$ cat config.mk
export PLATFORM = sky130hd
export DESIGN_NAME = lsn_lane
export DESIGN_NICKNAME = d
export VERILOG_FILES = /design/src/rtl/lsn_pkg.sv /design/src/rtl/lsn_lane.sv
export SDC_FILE = /design/constraint.sdc
export NUM_CORES = 2
export LEC_CHECK = 0
export BUFFER_PORTS_ARGS = -buffer_cell sky130_fd_sc_hd__buf_2
export CORE_MARGIN = 5
export CORE_UTILIZATION = 23
export CTS_CLUSTER_DIAMETER = 50
export DETAILED_ROUTE_END_ITERATION = 10
export PLACE_DENSITY = 0.38
export SKIP_LAST_GASP = 1
export SYNTH_ARGS = -nofsm -noshare
export SYNTH_HDL_FRONTEND = slang
export SYNTH_SLANG_ARGS = --single-unit
$ cat constraint.sdc
create_clock -name clk -period 9.82 [get_ports clk]
set_input_delay 2.455 -clock clk [delete_from_list [all_inputs] [get_ports clk]]
set_output_delay 2.455 -clock clk [all_outputs]
set_load 0.02 [all_outputs]
$ cat src/rtl/lsn_pkg.sv
package lsn_pkg;

  // Field and datapath widths.
  localparam int DATA_W       = 24;
  localparam int NORM_W       = 16;
  localparam int INV_W        = 32;
  localparam int DIFF_W       = 25;
  localparam int MAG_W        = 56;
  localparam int SMAG_W       = 30;
  localparam int SQ_W         = 2 * SMAG_W;
  localparam int SUM_W        = 64;
  localparam int LEN_W        = 31;
  localparam int QUOT_W       = 15;
  localparam int FRAC_W       = 14;
  localparam int NUM_W        = 46;
  localparam int SQRT_STEPS   = 31;
  localparam int SHIFT_W      = 6;
  localparam int NUM_AXES     = 3;
  localparam int DEF_NUM_DIMS = 3;
  localparam int ADDR_W       = 4;
  localparam int CFG_DATA_W   = 32;

  localparam logic [INV_W-1:0]  INV_RESET = 32'h0001_0000;
  localparam logic [QUOT_W-1:0] UNIT_NORM = 15'd16384;

  // Register indexes on the configuration port.
  typedef enum logic [1:0] {
    REG_INV_X = 2'd0,
    REG_INV_Y = 2'd1,
    REG_INV_Z = 2'd2
  } reg_idx_t;

  typedef struct packed {
    logic signed [DATA_W-1:0] centre_value;
    logic signed [DATA_W-1:0] x_minus_value;
    logic signed [DATA_W-1:0] x_plus_value;
    logic signed [DATA_W-1:0] y_minus_value;
    logic signed [DATA_W-1:0] y_plus_value;
    logic signed [DATA_W-1:0] z_minus_value;
    logic signed [DATA_W-1:0] z_plus_value;
  } in_item_t;

  typedef struct packed {
    logic signed [NORM_W-1:0] normal_x;
    logic signed [NORM_W-1:0] normal_y;
    logic signed [NORM_W-1:0] normal_z;
    logic                     zero_gradient;
  } out_item_t;

  // Per-item data carried alongside the square root pipeline.
  typedef struct packed {
    logic [NUM_AXES-1:0][SMAG_W-1:0] mag;
    logic [NUM_AXES-1:0]             neg;
  } sq_side_t;

endpackage

$ cat src/rtl/lsn_lane.sv
module lsn_lane
  import lsn_pkg::*;
(
  input  logic                     clk,
  input  logic                     en,
  input  logic signed [DATA_W-1:0] centre,
  input  logic signed [DATA_W-1:0] minus_val,
  input  logic signed [DATA_W-1:0] plus_val,
  input  logic [INV_W-1:0]         inv,
  output logic [MAG_W-1:0]         mag_r,
  output logic                     neg_r
);

  logic signed [DIFF_W-1:0] c_e, lo_e, hi_e, alo, ahi, diff;
  logic [DIFF_W-1:0]        adiff_nxt;
  logic [DIFF_W-1:0]        adiff_r;
  logic                     sgn_r;
  logic [DIFF_W+INV_W-1:0]  prod;

  // Pick the one-sided difference; ties take the backward difference.
  always_comb begin
    c_e  = DIFF_W'(centre);
    lo_e = DIFF_W'(minus_val);
    hi_e = DIFF_W'(plus_val);
    alo  = (lo_e < 0) ? -lo_e : lo_e;
    ahi  = (hi_e < 0) ? -hi_e : hi_e;
    diff = (ahi < alo) ? (hi_e - c_e) : (c_e - lo_e);
    adiff_nxt = diff[DIFF_W-1] ? DIFF_W'(-diff) : DIFF_W'(diff);
  end

  always_ff @(posedge clk) begin
    if (en) begin
      adiff_r <= adiff_nxt;
      sgn_r   <= diff[DIFF_W-1];
    end
  end

  // Scale by the reciprocal cell size.
  assign prod = (DIFF_W+INV_W)'(adiff_r) * (DIFF_W+INV_W)'(inv);

  always_ff @(posedge clk) begin
    if (en) begin
      mag_r <= prod[MAG_W-1:0];
      neg_r <= sgn_r;
    end
  end

endmodule

==> impl_metrics.json <==
{
  "place_worst_setup_slack_ns": -0.524,
  "synth.area.top_cells": "fa_1 (41%), ha_1 (9.9%), inv_1 (9.3%)",
  "critPathLaunchType": "input pin",
  "setup_tns_ns": 0,
  "overflow": 0,
  "finalSetupViolCount": 0,
  "grt_start_max_net_pins": 44,
  "crit_type": "in2reg",
  "clk_path_buf_depth": 2,
  "cp_max_fo": 5,
  "clk_pin_slew_ns": 0.08,
  "synthCells": 3740,
  "synth_top_cells_by_count": "inv_1 (822), fa_1 (688), nand2_1 (476), and2_1 (420), ha_1 (262)",
  "end_kind": "register",
  "yosysMostFrequentCell": "inv_1",
  "finClkSkew_ns": 0.0183,
  "cap_violations": 0,
  "antenna_found_initial": 17,
  "firstDrtPassIters": 5,
  "drive_above_1_share_pct": 10.6,
  "final_net_count": 5000,
  "die_height_um": 390,
  "syn-cell-area_sq_um": 33200,
  "stdcell_count": 5860,
  "synth_area_leader_cell": "fa_1",
  "gp_congestion": 0.809,
  "critical-path-slowest-cell": "fa_1",
  "async_reset_ff_share_pct": 0,
  "viasPerCell": 4.33,
  "hpwl_um": 97600,
  "grt_pass1_vias": 27500,
  "cts-root-buf": "clkbuf_16",
  "synth_top_area_share_pct": 41.5,
  "track_usage_pct": 15.3,
  "io_buffers": 162,
  "timing.slew.headroom_pct": 22.1,
  "setup_ws_ns": 0.292,
  "wl_per_cell_um": 19.6,
  "cts_tree": "done",
  "dp_cells": 5836,
  "die_area_sq_um": 152000,
  "clock.fmax_ghz": 0.105,
  "ant_nets": 0,
  "crit_path_frequent_cell": "fa_1",
  "wl_um": 115000,
  "synth_edf_count": 83,
  "hold_violations": 0,
  "syn-num-nets": 4796,
  "ios": 163,
  "worstPathArrival_ns": 9.69,
  "insertion_delay_ns": 0.42,
  "synth_seq_cells": 83,
  "htreeDepth": 3,
  "die_w_um": 390,
  "routed-via-count": 25400,
  "grt_pass1_wl_um": 175000,
  "cts.sinks": 83,
  "drv_slew": 0,
  "ys.flop_type": "edfxtp_1",
  "cts_made_buffers": 9,
  "tightest_slew_ns": 1.17,
  "min_period_ns": 9.53,
  "syn_area_per_cell_sq_um": 8.88,
  "start_util_pct": 23.1,
  "rows": 139,
  "ys_warn_count": 0,
  "crit_required_ns": 9.98,
  "hold_class": "reg2reg",
  "outcome": "finished, final reports clean",
  "finalCritPeriodShare_pct": 97.0,
  "rsz0062_at_grt": "false",
  "first_iter_violations": 1081,
  "netlist-cell-type-count": 77,
  "area_delta_synth_final_pct": 13.7,
  "max_stage_delay_ns": 0.57,
  "core_area_sq_um": 144000,
  "drcViolationCount": 0,
  "cts_setup_buffers": 0,
  "ys_seq_area_share_pct": 7.50
}
[state kept, by name (all words and copies together), names as in the netlist]
register / cells
sgn_r: 1
mag_r: 56
adiff_r: 25
neg_r: 1
[critical path: cells and delay by family]
family,cells,cell delay [ns]
adder cells (fa/ha/maj),8,3.51
AO/OA/AOI/OAI,8,1.65
buffers and inverters,11,1.21
AND/OR/NAND/NOR,3,0.78
XOR/XNOR,1,0.07
[timing repair]
item | in CTS | in global routing
pin swaps | 0 | 3
endpoints found under the setup margin | 4 | 11
resized for setup | 1 | 15
hold buffers | 0 | 0
[layout by cell type, fill, tap and decap left out, types with 13 or more instances in the layout]
master,instances
and2_1,420
o21a_1,16
o31ai_1,15
buf_2,161
nand2_1,476
xnor2_1,117
fa_1,688
inv_1,822
nor2_1,77
o21bai_1,13
edfxtp_1,83
nand4_1,20
buf_4,197
a21oi_1,105
nand3_1,28
xor2_1,29
a21o_1,56
o211ai_1,13
o21ai_0,69
a31oi_1,14
and3_1,17
nor3_1,22
a211oi_1,16
ha_1,262
[stage by stage]
step	area, sq um	utilization [%]	hold slack [ns]
finish	37800	26.3	0.456
global route	37700	26.3	0.455
CTS	37700	26.2	0.459
detailed placement	37400	26.0	0.441
global placement	37400	26.0	0.404
floorplan	33200	-	0.400
[final cells by class]
type	instances	area (sq um)
fillers	15800	106000
multi-input cells	2661	27100
inverters	823	3090
flip-flops and latches	83	2490
repair buffers	366	2440
well taps	1903	2380
clock buffers	9	225
clock inverters	7	50.0
diodes	8	20.0
[worst paths after layout]
kind / from / end / slack [ns] / depth (start not counted)
worst max register to register: adiff_r[1]$_DFFE_PP_ / mag_r[49]$_DFFE_PP_ / 1.30 / 28
worst min-delay path: sgn_r$_DFFE_PP_ / neg_r$_DFFE_PP_ / 0.46 / 0
worst min register to register: sgn_r$_DFFE_PP_ / neg_r$_DFFE_PP_ / 0.46 / 0
worst max-delay path: inv[6] / mag_r[49]$_DFFE_PP_ / 0.29 / 31
[layer usage]
metal / GRT usage [%] / vias up / part of all wire [%]
met4: 3.58 / 8 / 2.2
met1: 20.5 / 13000 / 46
li1: - / 11800 / -
met3: 1.90 / 96 / 3.7
met2: 26.2 / 432 / 48
met5: 0 / - / 0.049
[logic make-up after synthesis]
family | after synthesis | share of synthesized area, %
adders and majority gates | 950 | 51.3
other | 2 | 0.0226
AOI/OAI and AO/OA | 405 | 8.14
muxes | 17 | 0.531
and+or+nand+nor | 1139 | 17.3
buffers and inverters | 996 | 11.3
xor gates and xnor gates | 148 | 3.90
DFF | 83 | 7.50
Power is not shown: default switching activity piles up to over one toggle a cycle in this logic, so the estimate is an artifact.
