==> src/rtl/lsn_pkg.sv <==
package lsn_pkg;

  // Field and datapath widths.
  localparam int DATA_W       = 24;
  localparam int NORM_W       = 16;
  localparam int INV_W        = 32;
  localparam int DIFF_W       = 25;
  localparam int MAG_W        = 56;
  localparam int SMAG_W       = 30;
  localparam int SQ_W         = 2 * SMAG_W;
  localparam int SUM_W        = 64;
  localparam int LEN_W        = 31;
  localparam int QUOT_W       = 15;
  localparam int FRAC_W       = 14;
  localparam int NUM_W        = 46;
  localparam int SQRT_STEPS   = 31;
  localparam int SHIFT_W      = 6;
  localparam int NUM_AXES     = 3;
  localparam int DEF_NUM_DIMS = 3;
  localparam int ADDR_W       = 4;
  localparam int CFG_DATA_W   = 32;

  localparam logic [INV_W-1:0]  INV_RESET = 32'h0001_0000;
  localparam logic [QUOT_W-1:0] UNIT_NORM = 15'd16384;

  // Register indexes on the configuration port.
  typedef enum logic [1:0] {
    REG_INV_X = 2'd0,
    REG_INV_Y = 2'd1,
    REG_INV_Z = 2'd2
  } reg_idx_t;

  typedef struct packed {
    logic signed [DATA_W-1:0] centre_value;
    logic signed [DATA_W-1:0] x_minus_value;
    logic signed [DATA_W-1:0] x_plus_value;
    logic signed [DATA_W-1:0] y_minus_value;
    logic signed [DATA_W-1:0] y_plus_value;
    logic signed [DATA_W-1:0] z_minus_value;
    logic signed [DATA_W-1:0] z_plus_value;
  } in_item_t;

  typedef struct packed {
    logic signed [NORM_W-1:0] normal_x;
    logic signed [NORM_W-1:0] normal_y;
    logic signed [NORM_W-1:0] normal_z;
    logic                     zero_gradient;
  } out_item_t;

  // Per-item data carried alongside the square root pipeline.
  typedef struct packed {
    logic [NUM_AXES-1:0][SMAG_W-1:0] mag;
    logic [NUM_AXES-1:0]             neg;
  } sq_side_t;

endpackage

==> src/rtl/lsn_div.sv <==
module lsn_div
  import lsn_pkg::*;
(
  input  logic              clk,
  input  logic              rst_n,
  input  logic              en,
  input  logic              in_valid,
  input  logic [SMAG_W-1:0] mag,
  input  logic [LEN_W-1:0]  len,
  input  logic              neg,
  output logic              out_valid,
  output logic [QUOT_W-1:0] quot,
  output logic              neg_out,
  output logic              zero_out
);

  logic [NUM_W-1:0]  rem_r  [QUOT_W];
  logic [LEN_W-1:0]  len_r  [QUOT_W];
  logic [QUOT_W-1:0] q_r    [QUOT_W];
  logic              neg_r  [QUOT_W];
  logic              zero_r [QUOT_W];
  logic              v_r    [QUOT_W];

  // Restoring division, one quotient bit per stage, most significant first.
  for (genvar k = 0; k < QUOT_W; k++) begin : g_step
    localparam int SH = QUOT_W - 1 - k;
    logic [NUM_W-1:0]  rem_in, dvs;
    logic [LEN_W-1:0]  len_in;
    logic [QUOT_W-1:0] q_in;
    logic              neg_in, zero_in, v_in;

    if (k == 0) begin : g_first
      // Numerator carries half the divisor so the quotient rounds half up.
      assign rem_in  = (NUM_W'(mag) << FRAC_W) + NUM_W'(len >> 1);
      assign len_in  = len;
      assign q_in    = '0;
      assign neg_in  = neg;
      assign zero_in = (len == '0);
      assign v_in    = in_valid;
    end else begin : g_next
      assign rem_in  = rem_r[k-1];
      assign len_in  = len_r[k-1];
      assign q_in    = q_r[k-1];
      assign neg_in  = neg_r[k-1];
      assign zero_in = zero_r[k-1];
      assign v_in    = v_r[k-1];
    end

    assign dvs = NUM_W'(len_in) << SH;

    always_ff @(posedge clk) begin
      if (en) begin
        len_r[k]  <= len_in;
        neg_r[k]  <= neg_in;
        zero_r[k] <= zero_in;
        if (rem_in >= dvs) begin
          rem_r[k] <= rem_in - dvs;
          q_r[k]   <= q_in | (QUOT_W'(1) << SH);
        end else begin
          rem_r[k] <= rem_in;
          q_r[k]   <= q_in;
        end
      end
    end

    always_ff @(posedge clk) begin
      if (!rst_n) begin
        v_r[k] <= 1'b0;
      end else if (en) begin
        v_r[k] <= v_in;
      end
    end
  end

  assign out_valid = v_r[QUOT_W-1];
  assign quot      = q_r[QUOT_W-1];
  assign neg_out   = neg_r[QUOT_W-1];
  assign zero_out  = zero_r[QUOT_W-1];

endmodule

==> config.mk <==
export PLATFORM = sky130hd
export DESIGN_NAME = lsn_div
export DESIGN_NICKNAME = d
export VERILOG_FILES = /design/src/rtl/lsn_pkg.sv /design/src/rtl/lsn_div.sv
export SDC_FILE = /design/constraint.sdc
export NUM_CORES = 2
export LEC_CHECK = 0
export BUFFER_PORTS_ARGS = -buffer_cell sky130_fd_sc_hd__buf_2
export CORE_UTILIZATION = 50
export DETAILED_ROUTE_END_ITERATION = 10
export HOLD_SLACK_MARGIN = 0.1
export MAX_ROUTING_LAYER = met4
export PLACE_DENSITY = 0.65
export SETUP_SLACK_MARGIN = 0.5
export SLEW_MARGIN = 0
export SYNTH_ARGS = -nofsm -noshare
export SYNTH_HDL_FRONTEND = slang
export SYNTH_SLANG_ARGS = --single-unit
==> constraint.sdc <==
create_clock -name clk -period 8.2 [get_ports clk]
set_input_delay 2.05 -clock clk [delete_from_list [all_inputs] [get_ports clk]]
set_output_delay 2.05 -clock clk [all_outputs]
set_load 0.02 [all_outputs]
==> key figures <==
STA
  – Slew HR: 1.865%
  – Setup TNS: 0 ps
  – Worst Skew: ~22 ps
  – Fmax: 0.1416 GHz
  – Fin crit period: 7064 ps
  – Hold Fails Final Rpt: 0
  – Least-Margin Pin Slew: 1459 ps
  – Fin crit share: a little under nine tenths
  – Final Slew Violations: 0
  – RSZ-0062 raised after global routing: false
  – Final worst slack: 1136 ps
  – Final setup fails: 0

Floorplan
  – Initial core utilization: 50.36%
  – Die W: 376.9 um
  – Die Ht: 376.9 um
  – Ports: 84
  – Core Area: 139500 um^2
  – FP Rows: 137
  – Die ar.: 142000 um^2

Yosys
  – Number of synthesized flops with an enable pin: around 1.2k
  – Sequential area share after synthesis: 53.11%
  – Most frequent cells after synthesis: 1242 x edfxtp_1, 574 x inv_1, 532 x a21oi_1
  – XOR/XNOR share of the synthesized area: 6.245%
  – Main combinational cell family by area after synthesis: compound AO/OA/AOI/OAI gates
  – Post-Syn Instances: 6414
  – Synthesized area: 70260 um^2
  – Async SR Flop Fraction: 0%
  – Synth Net Count: between 6k and 7k
  – Synth Area in Adders: under 10%
  – Synth Area in Compound Gates: 14.81%
  – Mapped Avg Cell Area: 10.95 um^2
  – Yosys cell types: 99
  – Area contributors post-synth: edfxtp_1 53%, ha_1 8.6%, a21oi_1 3.8%
  – Post-synthesis simple-gate area fraction: 11.40%
  – Yosys top cell by area: edfxtp_1
  – Number of synthesized register bits: 1243
  – Top-count cell post-synth: edfxtp_1
  – Syn. warnings: 0
  – Share of Yosys cell area claimed by the top area cell type: between 50% and 60%
  – Mux share of post-synthesis cell area: between 1 and 1.5%
  – Synth Flop Type: edfxtp_1

Worst setup path
  – Crit Reg-Reg Endpoint: rem_r[0][152]
  – Setup Crit Path Kind: in -> reg
  – CP max FO: 36
  – Critical path required time: just under 9000 ps
  – Worst setup EP type: flip-flop
  – Critical Path Source Type: input port
  – Slowest CP cell: a221oi_1
  – Crit-path max cell delay: ~450 ps
  – FF-to-FF path depth: 12
  – Worst R2R Start: rem_r[0][104]
  – R2R setup slack: 3300 ps
  – WP data arrival: 7600 ps

Cells and area
  – Fin area: 77440 um^2
  – Final #Nets: 7072
  – Final Non-Filler Cells: 8494
  – Final core utilization: 55.50%
  – Syn-to-layout area delta: 10.21%
  – Share of layout cells above drive strength 1: a little over 7%
  – Diodes inserted: 0
  – Filler instances: 12.00k

GRT
  – Initial antenna violation count: 3
  – Congestion Overflow GR: 0
  – First-pass GRT wire length: 245900 um
  – GRT Util Overall: 22.66%
  – Met3 Resource Use GR: approximately 2.9%
  – GR peak layer: met2
  – GR Util met1: 21.02%
  – Vias in the first global route: 48.20k
  – Grt met2 use: 42.96%
  – Largest net degree at the start of global routing: 183

Placed design
  – Hpwl dp: approximately 120000 um
  – Dpl ws: slightly above 400 ps
  – Placed Area: approximately 73000 um^2
  – Number of port buffers: 83
  – Gpl congestion: 0.9581
  – DP Cell Count: between 8k and 9k

Drt
  – Vias: 47.25k
  – DR vias/cell: 5.563
  – Wirelength per Cell: 18.42 um
  – Antenna Nets Post-Route: 0
  – Final wirelength: approximately 160000 um
  – Drt drc: 0
  – DR pass1 iterations: 8
  – Iteration-0 DRC count of the detailed router: 2431

Clock network
  – Clock root buffer: clkbuf_16
  – Clock Path Buffers: 3
  – CTS tree: yes
  – H-tree depth: 4
  – # resized after CTS: 0
  – TritonCTS Buffers: 142
  – Worst-Skew Late Latency: 790 ps
  – Clk sinks: around 1.2k
  – Post CTS Setup Buffer Count: 0
  – Clock transition at path regs: 60 ps
  – CTS Hold Bufs: 0

Power and ir drop
  – Maximum VDD drop: about 0.19 mV
  – Power Dens Cells: roughly 350 nW/um^2
  – Leak Pwr: a little over 30 nW

Min path
  – Hold Startpoint: neg_r[3]
  – Hold endpoint: neg_r[4]
  – Path category of the worst min-delay check: reg -> reg
  – WHS Path Cells: 0

Status
  – Failing checks: max-capacitance violations
  – Outcome: finished, violations left

Flow run
  – Max cap viols: 1
worst max path at each step:
stage	to	cells past startpoint	start
4_1_cts	rem_r[0][18]	26	len[15]
6_report	rem_r[0][18]	26	len[15]
2_1_floorplan	rem_r[0][27]	24	mag[0]
3_3_place_gp	rem_r[0][15]	26	len[15]
5_1_grt	rem_r[0][18]	26	len[15]
3_5_place_dp	rem_r[0][25]	26	len[15]
state kept, by name, indices dropped and copies added, names as in the netlist:
register and count:
rem_r 644, v_r 15, zero_r 15, neg_r 15
len_r 434, q_r 120
layout by cell type, fill, tap and decap left out, drive strengths merged, types with 72 or more instances in the layout:
cell type     n
o21ai       433
nor2b        83
inv         586
nand2b       76
a21o        301
xnor2       276
nor2        414
nor3         93
clkbuf      170
nor4         72
mux2         83
xor2        225
nand2       515
a21oi       534
edfxtp     1242
nand3       112
nand4       100
buf         123
ha          481
area by class of cell:
cell class / count / area (um^2) / share of cell area, %
Clock buffer: 170 / 3659 / 4.724
Clock inverter: 82 / 957.2 / 1.236
Inverter: 576 / 2162 / 2.792
Multi-Input combinational cell: 4424 / 30220 / 39.02
Sequential cell: 1243 / 37320 / 48.19
Tap cell: 1876 / 2347 / 3.031
Timing Repair Buffer: 123 / 780.7 / 1.008
through the flow:
stage	power [mW]	hold WS, ps
finish	27.14	403.7
global route	28.89	410.5
CTS	27.24	405.1
detailed placement	20.89	404.5
global placement	20.72	400.4
floorplan	18.20	400.3
cells by family (layout without fill, tap and decap cells):
family	count (synthesis)	count (layout)
buffers and inverters	747	951
muxes	88	88
xor gates and xnor gates	501	501
DFF	1243	1243
and+or+nand+nor	1664	1664
AOI/OAI and AO/OA	1675	1675
adders and majority gates	496	496
per-layer routing:
layer	part of all wire [%]	vias to the layer above	wire [um]
met3	2.9	479	4569
li1	-	23659	-
met1	36	22096	56320
met5	0	-	0
met4	7.1	0	11050
met2	54	1014	84530
report_power, final:
part,internal [mW],total (mW),leakage (nW),switching (mW)
combinational,4.65,10.9,16.7,6.23
clock,3.66,6.24,2.23,2.58
sequential,9.13,10.0,12.1,0.892
total,17.4,27.1,31.0,9.70
worst max-delay path, delay by kind of cell:
kind | cells | cell delay [ps]
multiplexers | 1 | 350
AO/OA/AOI/OAI | 12 | 2500
XOR/XNOR | 1 | 90
AND/OR/NAND/NOR | 7 | 1210
adder cells (fa/ha/maj) | 3 | 990
buffers and inverters | 2 | 370
Note: power is estimated with default switching activity, not from simulation.
